--- config.mk ---
export PLATFORM = sky130hd
export DESIGN_NAME = visual_servo_thruster_regulator
export DESIGN_NICKNAME = d
export VERILOG_FILES = /design/src/rtl/vstr_pkg.sv /design/src/rtl/vstr_mul.sv /design/src/rtl/vstr_div.sv /design/src/rtl/visual_servo_thruster_regulator.sv
export SDC_FILE = /design/constraint.sdc
export NUM_CORES = 2
export LEC_CHECK = 0
export ABC_CLOCK_PERIOD_IN_PS = 22600
export BUFFER_PORTS_ARGS = -buffer_cell sky130_fd_sc_hd__buf_2
export CAP_MARGIN = 25
export CORE_MARGIN = 10
export CORE_UTILIZATION = 60
export CTS_CLUSTER_DIAMETER = 60
export DETAILED_ROUTE_END_ITERATION = 16
export PLACE_DENSITY_LB_ADDON = 0.15
export SLEW_MARGIN = 20
export SYNTH_ARGS = -nofsm -noshare
export SYNTH_HDL_FRONTEND = slang
export SYNTH_HIERARCHICAL = 1
export SYNTH_SLANG_ARGS = --single-unit
export TNS_END_PERCENT = 1
--- constraint.sdc ---
create_clock -name clk -period 22.6 [get_ports clk]
set_input_delay 1.13 -clock clk [delete_from_list [all_inputs] [get_ports clk]]
set_output_delay 1.13 -clock clk [all_outputs]
set_load 0.01 [all_outputs]
--- src/rtl/vstr_pkg.sv ---
// Package for the visual servo thruster regulator.
// Holds widths, register indexes, state codes and the arithmetic helpers.
// No dependencies.
package vstr_pkg;

  localparam int PIXEL_BITS_DEF = 12;
  localparam int GAIN_W = 16;
  localparam int ACC_W  = 32;
  localparam int MUL_AW = 17;
  localparam int MUL_BW = 33;
  localparam int MUL_PW = MUL_AW + MUL_BW;
  localparam int UW     = 56;   // controller sum, Q.24
  localparam int QB     = 17;   // quotient bits from the divider
  localparam int NORM_SH = 9;
  localparam int LIFT_SH = 16;
  localparam int RES_W  = 16;
  // reciprocal of five, ceil(2^22 / 5): exact floor divide below 2^22
  localparam int DIV5_SH  = 22;
  localparam int DIV5_MUL = 838861;

  typedef enum logic [2:0] {
    REG_SURGE_KP = 3'd0,
    REG_SURGE_KI = 3'd1,
    REG_SURGE_KD = 3'd2,
    REG_YAW_KP   = 3'd3,
    REG_YAW_KI   = 3'd4,
    REG_HEAVE_KP = 3'd5,
    REG_HEAVE_KI = 3'd6,
    REG_TIME_STEP = 3'd7
  } cfg_idx_t;

  typedef enum logic [2:0] {
    ST_IDLE,
    ST_ESTART,
    ST_MUL,
    ST_NSTART,
    ST_NWAIT,
    ST_OUT
  } state_t;

  typedef struct packed {
    logic busy;
    logic done;
    logic ovf;
  } div_stat_t;

  // accumulator plus product, clamped to 32-bit signed
  function automatic logic signed [ACC_W-1:0] sat_acc(
    input logic signed [ACC_W-1:0] acc,
    input logic signed [MUL_PW-1:0] p
  );
    logic signed [MUL_PW:0] s;
    s = (MUL_PW+1)'(acc) + (MUL_PW+1)'(p);
    if (s > (MUL_PW+1)'(signed'(32'sh7FFFFFFF))) begin
      sat_acc = 32'sh7FFFFFFF;
    end else if (s < (MUL_PW+1)'(signed'(32'sh80000000))) begin
      sat_acc = 32'sh80000000;
    end else begin
      sat_acc = ACC_W'(s);
    end
  endfunction

  // signed Q1.15 result from sign, saturation and quotient magnitude
  function automatic logic signed [RES_W-1:0] finish(
    input logic zero,
    input logic neg,
    input logic sat,
    input logic [QB-1:0] mag
  );
    if (zero) begin
      finish = '0;
    end else if (sat) begin
      finish = neg ? 16'sh8000 : 16'sh7FFF;
    end else if (neg) begin
      finish = (mag > QB'(32768)) ? 16'sh8000 : RES_W'(-$signed({1'b0, mag}));
    end else begin
      finish = (mag > QB'(32767)) ? 16'sh7FFF : RES_W'(mag);
    end
  endfunction

endpackage

--- src/rtl/vstr_mul.sv ---
// Shared signed multiplier with registered product.
// Depends on vstr_pkg for operand widths.
module vstr_mul (
  input  logic                                  clk,
  input  logic signed [vstr_pkg::MUL_AW-1:0]    a,
  input  logic signed [vstr_pkg::MUL_BW-1:0]    b,
  output logic signed [vstr_pkg::MUL_PW-1:0]    p_r
);

  // one product per cycle
  always_ff @(posedge clk) begin
    p_r <= a * b;
  end

endmodule

--- src/rtl/vstr_div.sv ---
// Restoring divider, one quotient bit per cycle, with overflow detect.
// Depends on vstr_pkg for the status struct.
module vstr_div #(
  parameter int NW = 56,
  parameter int DW = 22,
  parameter int QBITS = 17
) (
  input  logic                 clk,
  input  logic                 rst_n,
  input  logic                 start,
  input  logic [NW-1:0]        num,
  input  logic [DW-1:0]        den,
  output vstr_pkg::div_stat_t  stat,
  output logic [QBITS-1:0]     q
);

  localparam int HW = NW - QBITS;
  localparam int CW = $clog2(QBITS + 1);

  logic             busy_r, done_r, ovf_r;
  logic [CW-1:0]    cnt_r;
  logic [DW-1:0]    rem_r, den_r;
  logic [QBITS-1:0] low_r, q_r;
  logic [DW:0]      trial;
  logic             ge;
  logic             hi_ovf;

  assign hi_ovf = num[NW-1:QBITS] >= {{(HW-DW){1'b0}}, den};
  assign trial  = {rem_r, low_r[QBITS-1]};
  assign ge     = trial >= {1'b0, den_r};

  // control
  always_ff @(posedge clk) begin
    if (!rst_n) begin
      busy_r <= 1'b0;
      done_r <= 1'b0;
      ovf_r  <= 1'b0;
      cnt_r  <= '0;
    end else begin
      done_r <= 1'b0;
      if (start) begin
        ovf_r <= hi_ovf;
        if (hi_ovf) begin
          done_r <= 1'b1;
        end else begin
          busy_r <= 1'b1;
          cnt_r  <= CW'(QBITS);
        end
      end else if (busy_r) begin
        cnt_r <= cnt_r - CW'(1);
        if (cnt_r == CW'(1)) begin
          busy_r <= 1'b0;
          done_r <= 1'b1;
        end
      end
    end
  end

  // datapath
  always_ff @(posedge clk) begin
    if (start) begin
      den_r <= den;
      rem_r <= DW'(num[NW-1:QBITS]);
      low_r <= num[QBITS-1:0];
      q_r   <= '0;
    end else if (busy_r) begin
      rem_r <= ge ? DW'(trial - {1'b0, den_r}) : DW'(trial);
      low_r <= {low_r[QBITS-2:0], 1'b0};
      q_r   <= {q_r[QBITS-2:0], ge};
    end
  end

  assign stat.busy = busy_r;
  assign stat.done = done_r;
  assign stat.ovf  = ovf_r;
  assign q = q_r;

endmodule

--- src/rtl/visual_servo_thruster_regulator.sv ---
// Visual servo thruster regulator: one detection item in, one set of surge,
// heave and yaw setpoints out. An item is taken only while the block is idle,
// and its steps run in order: the size error (a reciprocal multiply does the
// divide by five), the ten products through the one shared multiplier,
// three 17-bit restoring divisions for the normalization, and the load of
// the output register. A zero divisor skips its division and a quotient
// overflow ends it without the quotient steps. in_ready is high only while
// no item is in work; a finished result sits in the output register, so the
// next item may enter while it waits, and a second finished result stalls
// until the first one is taken.
module visual_servo_thruster_regulator #(
  parameter int PIXEL_BITS = vstr_pkg::PIXEL_BITS_DEF
) (
  input  logic                    clk,
  input  logic                    rst_n,
  input  logic                    cfg_we,
  input  logic [2:0]              cfg_idx,
  input  logic [15:0]             cfg_wdata,
  input  logic                    in_valid,
  output logic                    in_ready,
  input  logic [PIXEL_BITS-1:0]   in_frame_center_x,
  input  logic [PIXEL_BITS-1:0]   in_frame_center_y,
  input  logic [PIXEL_BITS-1:0]   in_box_center_x,
  input  logic [PIXEL_BITS-1:0]   in_box_center_y,
  input  logic [PIXEL_BITS-1:0]   in_frame_width,
  input  logic [PIXEL_BITS-1:0]   in_frame_height,
  input  logic [PIXEL_BITS-1:0]   in_box_width,
  input  logic [PIXEL_BITS-1:0]   in_box_height,
  output logic                    out_valid,
  input  logic                    out_ready,
  output logic signed [15:0]      out_surge_setpoint,
  output logic signed [15:0]      out_heave_setpoint,
  output logic signed [15:0]      out_yaw_setpoint,
  output logic                    out_divide_fault
);

  localparam int P  = PIXEL_BITS;
  localparam int SW = P + 1;               // size sums
  localparam int EW = P + 3;               // surge error
  localparam int DW = P + 1 + vstr_pkg::NORM_SH;
  localparam int UW = vstr_pkg::UW;
  localparam int QB = vstr_pkg::QB;
  localparam int AW = vstr_pkg::MUL_AW;
  localparam int BW = vstr_pkg::MUL_BW;
  localparam int PW = vstr_pkg::MUL_PW;
  localparam int GW = vstr_pkg::GAIN_W;
  localparam int CW = vstr_pkg::ACC_W;
  localparam int RW = vstr_pkg::RES_W;
  localparam int LAST_STEP = 10;

  vstr_pkg::state_t state_r, state_nxt;

  // configuration registers
  logic signed [GW-1:0] kp_s_r, ki_s_r, kd_s_r, kp_x_r, ki_x_r, kp_y_r, ki_y_r;
  logic [GW-1:0]        ts_r;

  // item and working registers
  logic [P-1:0]          fcx_r, fcy_r;
  logic [SW-1:0]         fsize_r, bsum_r;
  logic signed [SW:0]    ex_r, ey_r;
  logic signed [EW-1:0]  err_r, prev_r;
  logic signed [EW:0]    derr_r;
  logic signed [CW-1:0]  acc_s_r, acc_x_r, acc_y_r;
  logic signed [UW-1:0]  u_s_r, u_x_r, u_y_r;
  logic [3:0]            step_r;
  logic [1:0]            ch_r;
  logic                  fault_r;
  logic signed [RW-1:0]  res_s_r, res_y_r, res_x_r;
  logic                  out_valid_r;
  logic signed [RW-1:0]  out_s_r, out_y_r, out_x_r;
  logic                  out_f_r;

  logic                  in_acc, out_load;
  logic signed [AW-1:0]  mul_a;
  logic signed [BW-1:0]  mul_b;
  logic signed [PW-1:0]  mul_p;
  logic signed [UW-1:0]  p_ext;
  logic                  div_start;
  logic [UW-1:0]         div_num;
  logic [DW-1:0]         div_den;
  vstr_pkg::div_stat_t   div_stat;
  logic [QB-1:0]         div_q;
  logic [P+2:0]          size3;
  logic [P+23:0]         size_prod;
  logic [P+1:0]          size_q;
  logic signed [EW-1:0]  err_new;
  logic signed [UW-1:0]  u_cur;
  logic [P+1:0]          den_base;
  logic                  u_neg, res_neg;
  logic signed [RW-1:0]  res_val;

  assign in_acc = in_valid && in_ready;

  // next state
  always_comb begin
    state_nxt = state_r;
    unique case (state_r)
      vstr_pkg::ST_IDLE:   if (in_valid) state_nxt = vstr_pkg::ST_ESTART;
      vstr_pkg::ST_ESTART: state_nxt = vstr_pkg::ST_MUL;
      vstr_pkg::ST_MUL:    if (step_r == 4'(LAST_STEP)) state_nxt = vstr_pkg::ST_NSTART;
      vstr_pkg::ST_NSTART: begin
        if (den_base == '0) begin
          state_nxt = (ch_r == 2'd2) ? vstr_pkg::ST_OUT : vstr_pkg::ST_NSTART;
        end else begin
          state_nxt = vstr_pkg::ST_NWAIT;
        end
      end
      vstr_pkg::ST_NWAIT: begin
        if (div_stat.done) begin
          state_nxt = (ch_r == 2'd2) ? vstr_pkg::ST_OUT : vstr_pkg::ST_NSTART;
        end
      end
      vstr_pkg::ST_OUT:    if (!out_valid_r || out_ready) state_nxt = vstr_pkg::ST_IDLE;
      default:             state_nxt = vstr_pkg::ST_IDLE;
    endcase
  end

  // control outputs
  always_comb begin
    in_ready  = 1'b0;
    div_start = 1'b0;
    out_load  = 1'b0;
    unique case (state_r)
      vstr_pkg::ST_IDLE:   in_ready = 1'b1;
      vstr_pkg::ST_NSTART: div_start = (den_base != '0);
      vstr_pkg::ST_OUT:    out_load = !out_valid_r || out_ready;
      default: ;
    endcase
  end

  always_ff @(posedge clk) begin
    if (!rst_n) begin
      state_r <= vstr_pkg::ST_IDLE;
    end else begin
      state_r <= state_nxt;
    end
  end

  // configuration writes
  always_ff @(posedge clk) begin
    if (!rst_n) begin
      kp_s_r <= '0; ki_s_r <= '0; kd_s_r <= '0;
      kp_x_r <= '0; ki_x_r <= '0; kp_y_r <= '0; ki_y_r <= '0;
      ts_r   <= GW'(6554);
    end else if (cfg_we) begin
      unique case (vstr_pkg::cfg_idx_t'(cfg_idx))
        vstr_pkg::REG_SURGE_KP:  kp_s_r <= cfg_wdata;
        vstr_pkg::REG_SURGE_KI:  ki_s_r <= cfg_wdata;
        vstr_pkg::REG_SURGE_KD:  kd_s_r <= cfg_wdata;
        vstr_pkg::REG_YAW_KP:    kp_x_r <= cfg_wdata;
        vstr_pkg::REG_YAW_KI:    ki_x_r <= cfg_wdata;
        vstr_pkg::REG_HEAVE_KP:  kp_y_r <= cfg_wdata;
        vstr_pkg::REG_HEAVE_KI:  ki_y_r <= cfg_wdata;
        vstr_pkg::REG_TIME_STEP: ts_r   <= cfg_wdata;
        default: ;
      endcase
    end
  end

  // operand select for the shared multiplier
  always_comb begin
    mul_a = '0;
    mul_b = '0;
    unique case (step_r)
      4'd0: begin mul_a = $signed({1'b0, ts_r}); mul_b = BW'(err_r); end
      4'd1: begin mul_a = $signed({1'b0, ts_r}); mul_b = BW'(ex_r); end
      4'd2: begin mul_a = $signed({1'b0, ts_r}); mul_b = BW'(ey_r); end
      4'd3: begin mul_a = AW'(kp_s_r); mul_b = BW'(err_r); end
      4'd4: begin mul_a = AW'(kd_s_r); mul_b = BW'(derr_r); end
      4'd5: begin mul_a = AW'(ki_s_r); mul_b = BW'(acc_s_r); end
      4'd6: begin mul_a = AW'(kp_x_r); mul_b = BW'(ex_r); end
      4'd7: begin mul_a = AW'(ki_x_r); mul_b = BW'(acc_x_r); end
      4'd8: begin mul_a = AW'(kp_y_r); mul_b = BW'(ey_r); end
      4'd9: begin mul_a = AW'(ki_y_r); mul_b = BW'(acc_y_r); end
      default: ;
    endcase
  end

  vstr_mul u_mul (
    .clk (clk),
    .a   (mul_a),
    .b   (mul_b),
    .p_r (mul_p)
  );

  assign p_ext = UW'(mul_p);

  // size error: (3*S + 2) / 5 through a constant reciprocal multiply
  assign size3     = (P+3)'(fsize_r) * (P+3)'(3) + (P+3)'(2);
  assign size_prod = (P+24)'(size3) * (P+24)'(vstr_pkg::DIV5_MUL);
  assign size_q    = size_prod[vstr_pkg::DIV5_SH +: P+2];

  // divider operands for the three normalizations
  always_comb begin
    den_base = '0;
    u_cur    = u_s_r;
    unique case (ch_r)
      2'd0: begin den_base = (P+2)'(fsize_r); u_cur = u_s_r; end
      2'd1: begin den_base = (P+2)'(fcy_r);   u_cur = u_y_r; end
      2'd2: begin den_base = (P+2)'(fcx_r);   u_cur = u_x_r; end
      default: ;
    endcase
    div_num = u_cur[UW-1] ? UW'(-u_cur) : UW'(u_cur);
    div_den = {den_base[SW-1:0], {vstr_pkg::NORM_SH{1'b0}}};
  end

  vstr_div #(.NW(UW), .DW(DW), .QBITS(QB)) u_div (
    .clk   (clk),
    .rst_n (rst_n),
    .start (div_start),
    .num   (div_num),
    .den   (div_den),
    .stat  (div_stat),
    .q     (div_q)
  );

  assign err_new = $signed(EW'(size_q)) - $signed(EW'(bsum_r));
  assign u_neg   = u_cur[UW-1];
  assign res_neg = u_neg ^ (ch_r == 2'd2);
  assign res_val = vstr_pkg::finish(u_cur == '0, res_neg,
                                    (den_base == '0) || div_stat.ovf, div_q);

  // sequencer datapath
  always_ff @(posedge clk) begin
    if (!rst_n) begin
      prev_r  <= '0;
      acc_s_r <= '0;
      acc_x_r <= '0;
      acc_y_r <= '0;
      step_r  <= '0;
      ch_r    <= '0;
      fault_r <= 1'b0;
    end else begin
      if (in_acc) begin
        fcx_r   <= in_frame_center_x;
        fcy_r   <= in_frame_center_y;
        fsize_r <= SW'(in_frame_width) + SW'(in_frame_height);
        bsum_r  <= SW'(in_box_width) + SW'(in_box_height);
        ex_r    <= $signed({2'b0, in_frame_center_x}) - $signed({2'b0, in_box_center_x});
        ey_r    <= $signed({2'b0, in_frame_center_y}) - $signed({2'b0, in_box_center_y});
        fault_r <= 1'b0;
        step_r  <= '0;
        ch_r    <= '0;
      end
      // size error ready
      if (state_r == vstr_pkg::ST_ESTART) begin
        err_r  <= err_new;
        derr_r <= (EW+1)'(err_new) - (EW+1)'(prev_r);
        prev_r <= err_new;
        u_s_r  <= '0;
        u_x_r  <= '0;
        u_y_r  <= '0;
      end
      // product issue and consume
      if (state_r == vstr_pkg::ST_MUL) begin
        step_r <= step_r + 4'd1;
        unique case (step_r)
          4'd1:  acc_s_r <= vstr_pkg::sat_acc(acc_s_r, mul_p);
          4'd2:  acc_x_r <= vstr_pkg::sat_acc(acc_x_r, mul_p);
          4'd3:  acc_y_r <= vstr_pkg::sat_acc(acc_y_r, mul_p);
          4'd4,
          4'd5:  u_s_r <= u_s_r + (p_ext <<< vstr_pkg::LIFT_SH);
          4'd6:  u_s_r <= u_s_r + p_ext;
          4'd7:  u_x_r <= u_x_r + (p_ext <<< vstr_pkg::LIFT_SH);
          4'd8:  u_x_r <= u_x_r + p_ext;
          4'd9:  u_y_r <= u_y_r + (p_ext <<< vstr_pkg::LIFT_SH);
          4'd10: u_y_r <= u_y_r + p_ext;
          default: ;
        endcase
      end
      // normalization results
      if ((state_r == vstr_pkg::ST_NSTART && den_base == '0) ||
          (state_r == vstr_pkg::ST_NWAIT && div_stat.done)) begin
        if (den_base == '0) fault_r <= 1'b1;
        unique case (ch_r)
          2'd0:    res_s_r <= res_val;
          2'd1:    res_y_r <= res_val;
          default: res_x_r <= res_val;
        endcase
        ch_r <= ch_r + 2'd1;
      end
    end
  end

  // output register
  always_ff @(posedge clk) begin
    if (!rst_n) begin
      out_valid_r <= 1'b0;
    end else if (out_load) begin
      out_valid_r <= 1'b1;
    end else if (out_ready) begin
      out_valid_r <= 1'b0;
    end
  end

  always_ff @(posedge clk) begin
    if (out_load) begin
      out_s_r <= res_s_r;
      out_y_r <= res_y_r;
      out_x_r <= res_x_r;
      out_f_r <= fault_r;
    end
  end

  assign out_valid          = out_valid_r;
  assign out_surge_setpoint = out_s_r;
  assign out_heave_setpoint = out_y_r;
  assign out_yaw_setpoint   = out_x_r;
  assign out_divide_fault   = out_f_r;

  // divider never restarted while busy
  a_div_idle: assert property (@(posedge clk) disable iff (!rst_n)
    div_start |-> !div_stat.busy) else $error("divider started while busy");

  // an accepted item starts the size-error step
  a_item_start: assert property (@(posedge clk) disable iff (!rst_n)
    in_acc |=> state_r == vstr_pkg::ST_ESTART) else $error("item not started");

  // a zero divisor always raises the fault flag
  a_zero_fault: assert property (@(posedge clk) disable iff (!rst_n)
    (state_r == vstr_pkg::ST_NSTART && den_base == '0) |=> fault_r)
    else $error("zero divisor without fault");

endmodule

==> results by group <==
Drt
  – Number of nets still failing antenna checks after routing: 0
  – Vias per cell: 6.31
  – # DRC: 0
  – DRC violation total after the first TritonRoute iteration: about 7000
  – Detailed Route WL: between 200000 and 300000 um
  – Drt wl/cell: 22.3 um
  – Router iterations before antenna repair: 9
  – Vias: 73500

Placement
  – Placer congestion estimate: 0.974
  – Port Buffers: 170
  – Cell area after placement: 86700 um^2
  – HPWL after detailed placement: 194000 um

STA
  – Maximum operating frequency: a little over 0.08 GHz
  – Max-slew violation count: 0
  – Setup skew after layout: 0.0924 ns
  – Pin slew with the least headroom to its limit: between 1 and 1.5 ns
  – RSZ-0062 raised after global routing: false
  – Tightest slew margin relative to the limit: 22.0%
  – TNS Setup: 0 ns
  – Final period demand of the worst path: 12.39 ns
  – Setup-failing EPs final: 0
  – Number of hold violations in the final report: 0
  – Fin crit share: 54.8%

Setup path
  – Timing startpoint of the critical path: fsize_r[0]$_DFFE_PP_
  – Data required time at the worst endpoint: 23.07 ns
  – Worst reg2reg endpoint: derr_r[13]$_DFFE_PP_
  – Setup crit start kind: flip-flop
  – CP max stage delay: 0.55 ns
  – Crit path max-delay cell type: sky130_fd_sc_hd__fa_1
  – Crit path arrival time: roughly 13 ns
  – Type of the worst setup path: reg -> reg
  – Type of destination of the critical path: flip-flop
  – Cell depth of the worst flop-to-flop path: 54
  – RR Startpoint: fsize_r[0]$_DFFE_PP_
  – Maximum fanout along the worst path: 6
  – Flop2flop setup slack: 10.21 ns
  – Most frequent cell on the critical path: sky130_fd_sc_hd__inv_1

Global route
  – Initial antenna violation count: 4
  – Maximum number of pins on one net before global-route repair: roughly 130
  – Vias in the first global route: a little over 70000
  – Tot GR Track Use: 32.2%
  – Global-route congestion overflow total: 0
  – Global-route wire length before repair: 404000 um

Job
  – Number of max-capacitance violations reported: 0

Cells and area
  – Count of nets after finishing: ~11000
  – Total of fill cells in the finished design: 11900
  – Layout cells sized above 1: 6.05%
  – Area growth, synth to finish: 7.18%
  – Post-route cell area: 90300 um^2

Min path
  – Destination of the worst hold path: out_yaw_setpoint[7]$_DFFE_PP_
  – Hold depth: 0
  – Hold path startpoint: res_x_r[7]$_DFFE_PP_
  – Path class of the lowest-slack min-delay path: reg -> reg

Clock tree
  – Insertion delay to the later sink of the worst-skew pair: 0.77 ns
  – Gates resized, CTS repair: 0
  – Number of setup buffers added after CTS: 0
  – Clock-pin slew on the worst setup and hold paths: 0.06 ns
  – Hold-fix buffers, CTS: 0
  – Clock Tree Buf Depth: 3
  – Number of sinks driven by the clock tree: 755
  – Root Driver: sky130_fd_sc_hd__clkbuf_16
  – TritonCTS clock tree: built
  – Total clock buffers created by CTS: 102
  – CTS H-Tree Depth: 3

Synthesis
  – Cell area after synthesis: 84300 um^2
  – Number of instances in the synthesized netlist: between 9000 and 10000
  – Ys Warns: 6
  – Post-synthesis average cell area: 8.66 um^2

Floorplan
  – Count of pins on the block boundary: 171
  – Floorplan die height: approximately 390 um
  – Horizontal die dimension: around 390 um
  – Starting utilization of the core area: roughly three fifths
  – Area of the placeable core: 140000 um^2
  – Area of the die: 156000 um^2
  – Num rows: 137

Outcome
  – Run status: complete, no violations
## registers in the layout (all words and copies together) (netlist names), 17 cells and up
| signal | flops |
|---|---|
| u_s_r | 56 |
| u_div/den_r | 22 |
| acc_x_r | 32 |
| acc_s_r | 32 |
| acc_y_r | 32 |
| u_mul/p_r | 50 |
| u_y_r | 56 |
| u_div/rem_r | 22 |
| u_div/low_r | 17 |
| u_div/q | 17 |
| u_x_r | 56 |
## worst max path at each step
stage	end	slack, ns	cells after the start
global route	derr_r[13]$_DFFE_PP_	9.11	54
CTS	derr_r[13]$_DFFE_PP_	10.16	54
detailed placement	derr_r[13]$_DFFE_PP_	10.28	54
finish	derr_r[13]$_DFFE_PP_	10.21	54
global placement	derr_r[13]$_DFFE_PP_	10.31	54
floorplan	derr_r[13]$_DFFE_PP_	11.02	53
## per-layer routing
layer  GRT usage [%]  part of all wire [%]  wire (um)
met5               0                0.0050         13
met4            11.9                   3.9      10200
met3            4.57                   8.8      22800
met2            53.2                    46     120000
met1            42.8                    41     107000
## cell type report
type | instances | area, um^2 | share of cell area [%]
Antenna cell | 3 | 7.51 | 0.00831
Clock buffer | 127 | 2800 | 3.10
Clock inverter | 63 | 762 | 0.843
Inverter | 961 | 3610 | 3.99
Multi-Input combinational cell | 7580 | 59700 | 66.1
Sequential cell | 755 | 19400 | 21.5
Tap cell | 1876 | 2350 | 2.60
Timing Repair Buffer | 273 | 1690 | 1.87
## metrics by stage
stage          utilization, %  worst slack (ns)  hold WS (ns)  cells
2_1_floorplan               -             11.02         0.400   9747
3_3_place_gp             62.1             10.31         0.401  11400
3_5_place_dp             62.2             10.28         0.405  11400
4_1_cts                  64.7             10.16         0.383  11600
5_1_grt                  64.7              9.11         0.404  11600
6_report                 64.7             10.21         0.392  11600
## layout by cell type, fill, tap and decap left out, types with 38 or more instances in the layout
master                      count
sky130_fd_sc_hd__a211oi_1      54
sky130_fd_sc_hd__a21boi_0     163
sky130_fd_sc_hd__a21o_1       331
sky130_fd_sc_hd__a21oi_1      673
sky130_fd_sc_hd__a222oi_1      72
sky130_fd_sc_hd__a22o_1        46
sky130_fd_sc_hd__a22oi_1      133
sky130_fd_sc_hd__a31oi_1       74
sky130_fd_sc_hd__and2_1       306
sky130_fd_sc_hd__and3_1        55
sky130_fd_sc_hd__buf_2        169
sky130_fd_sc_hd__buf_4         95
sky130_fd_sc_hd__clkbuf_16    104
sky130_fd_sc_hd__dfxtp_1      324
sky130_fd_sc_hd__edfxtp_1     431
sky130_fd_sc_hd__fa_1         622
sky130_fd_sc_hd__ha_1         819
sky130_fd_sc_hd__inv_1        961
sky130_fd_sc_hd__mux2i_1       39
sky130_fd_sc_hd__nand2_1     1166
sky130_fd_sc_hd__nand2b_1     118
sky130_fd_sc_hd__nand3_1      170
sky130_fd_sc_hd__nand4_1      103
sky130_fd_sc_hd__nor2_1       424
sky130_fd_sc_hd__nor2b_1       73
sky130_fd_sc_hd__nor3_1       108
sky130_fd_sc_hd__o211ai_1      67
sky130_fd_sc_hd__o21a_1        77
sky130_fd_sc_hd__o21ai_0      563
sky130_fd_sc_hd__o21bai_1     105
sky130_fd_sc_hd__o22ai_1       38
sky130_fd_sc_hd__or3_1         38
sky130_fd_sc_hd__xnor2_1      352
sky130_fd_sc_hd__xor2_1       202
## critical path: cells and delay by family (launching register included)
family,cells,cell delay [ns]
and+or+nand+nor,6,0.90
buffers and inverters,9,0.90
DFF,1,0.49
xor gates and xnor gates,2,0.23
AOI/OAI and AO/OA,25,4.84
adders and majority gates,12,4.76
Power is not shown: default switching activity piles up to over one toggle a cycle in this logic, so the estimate is an artifact.
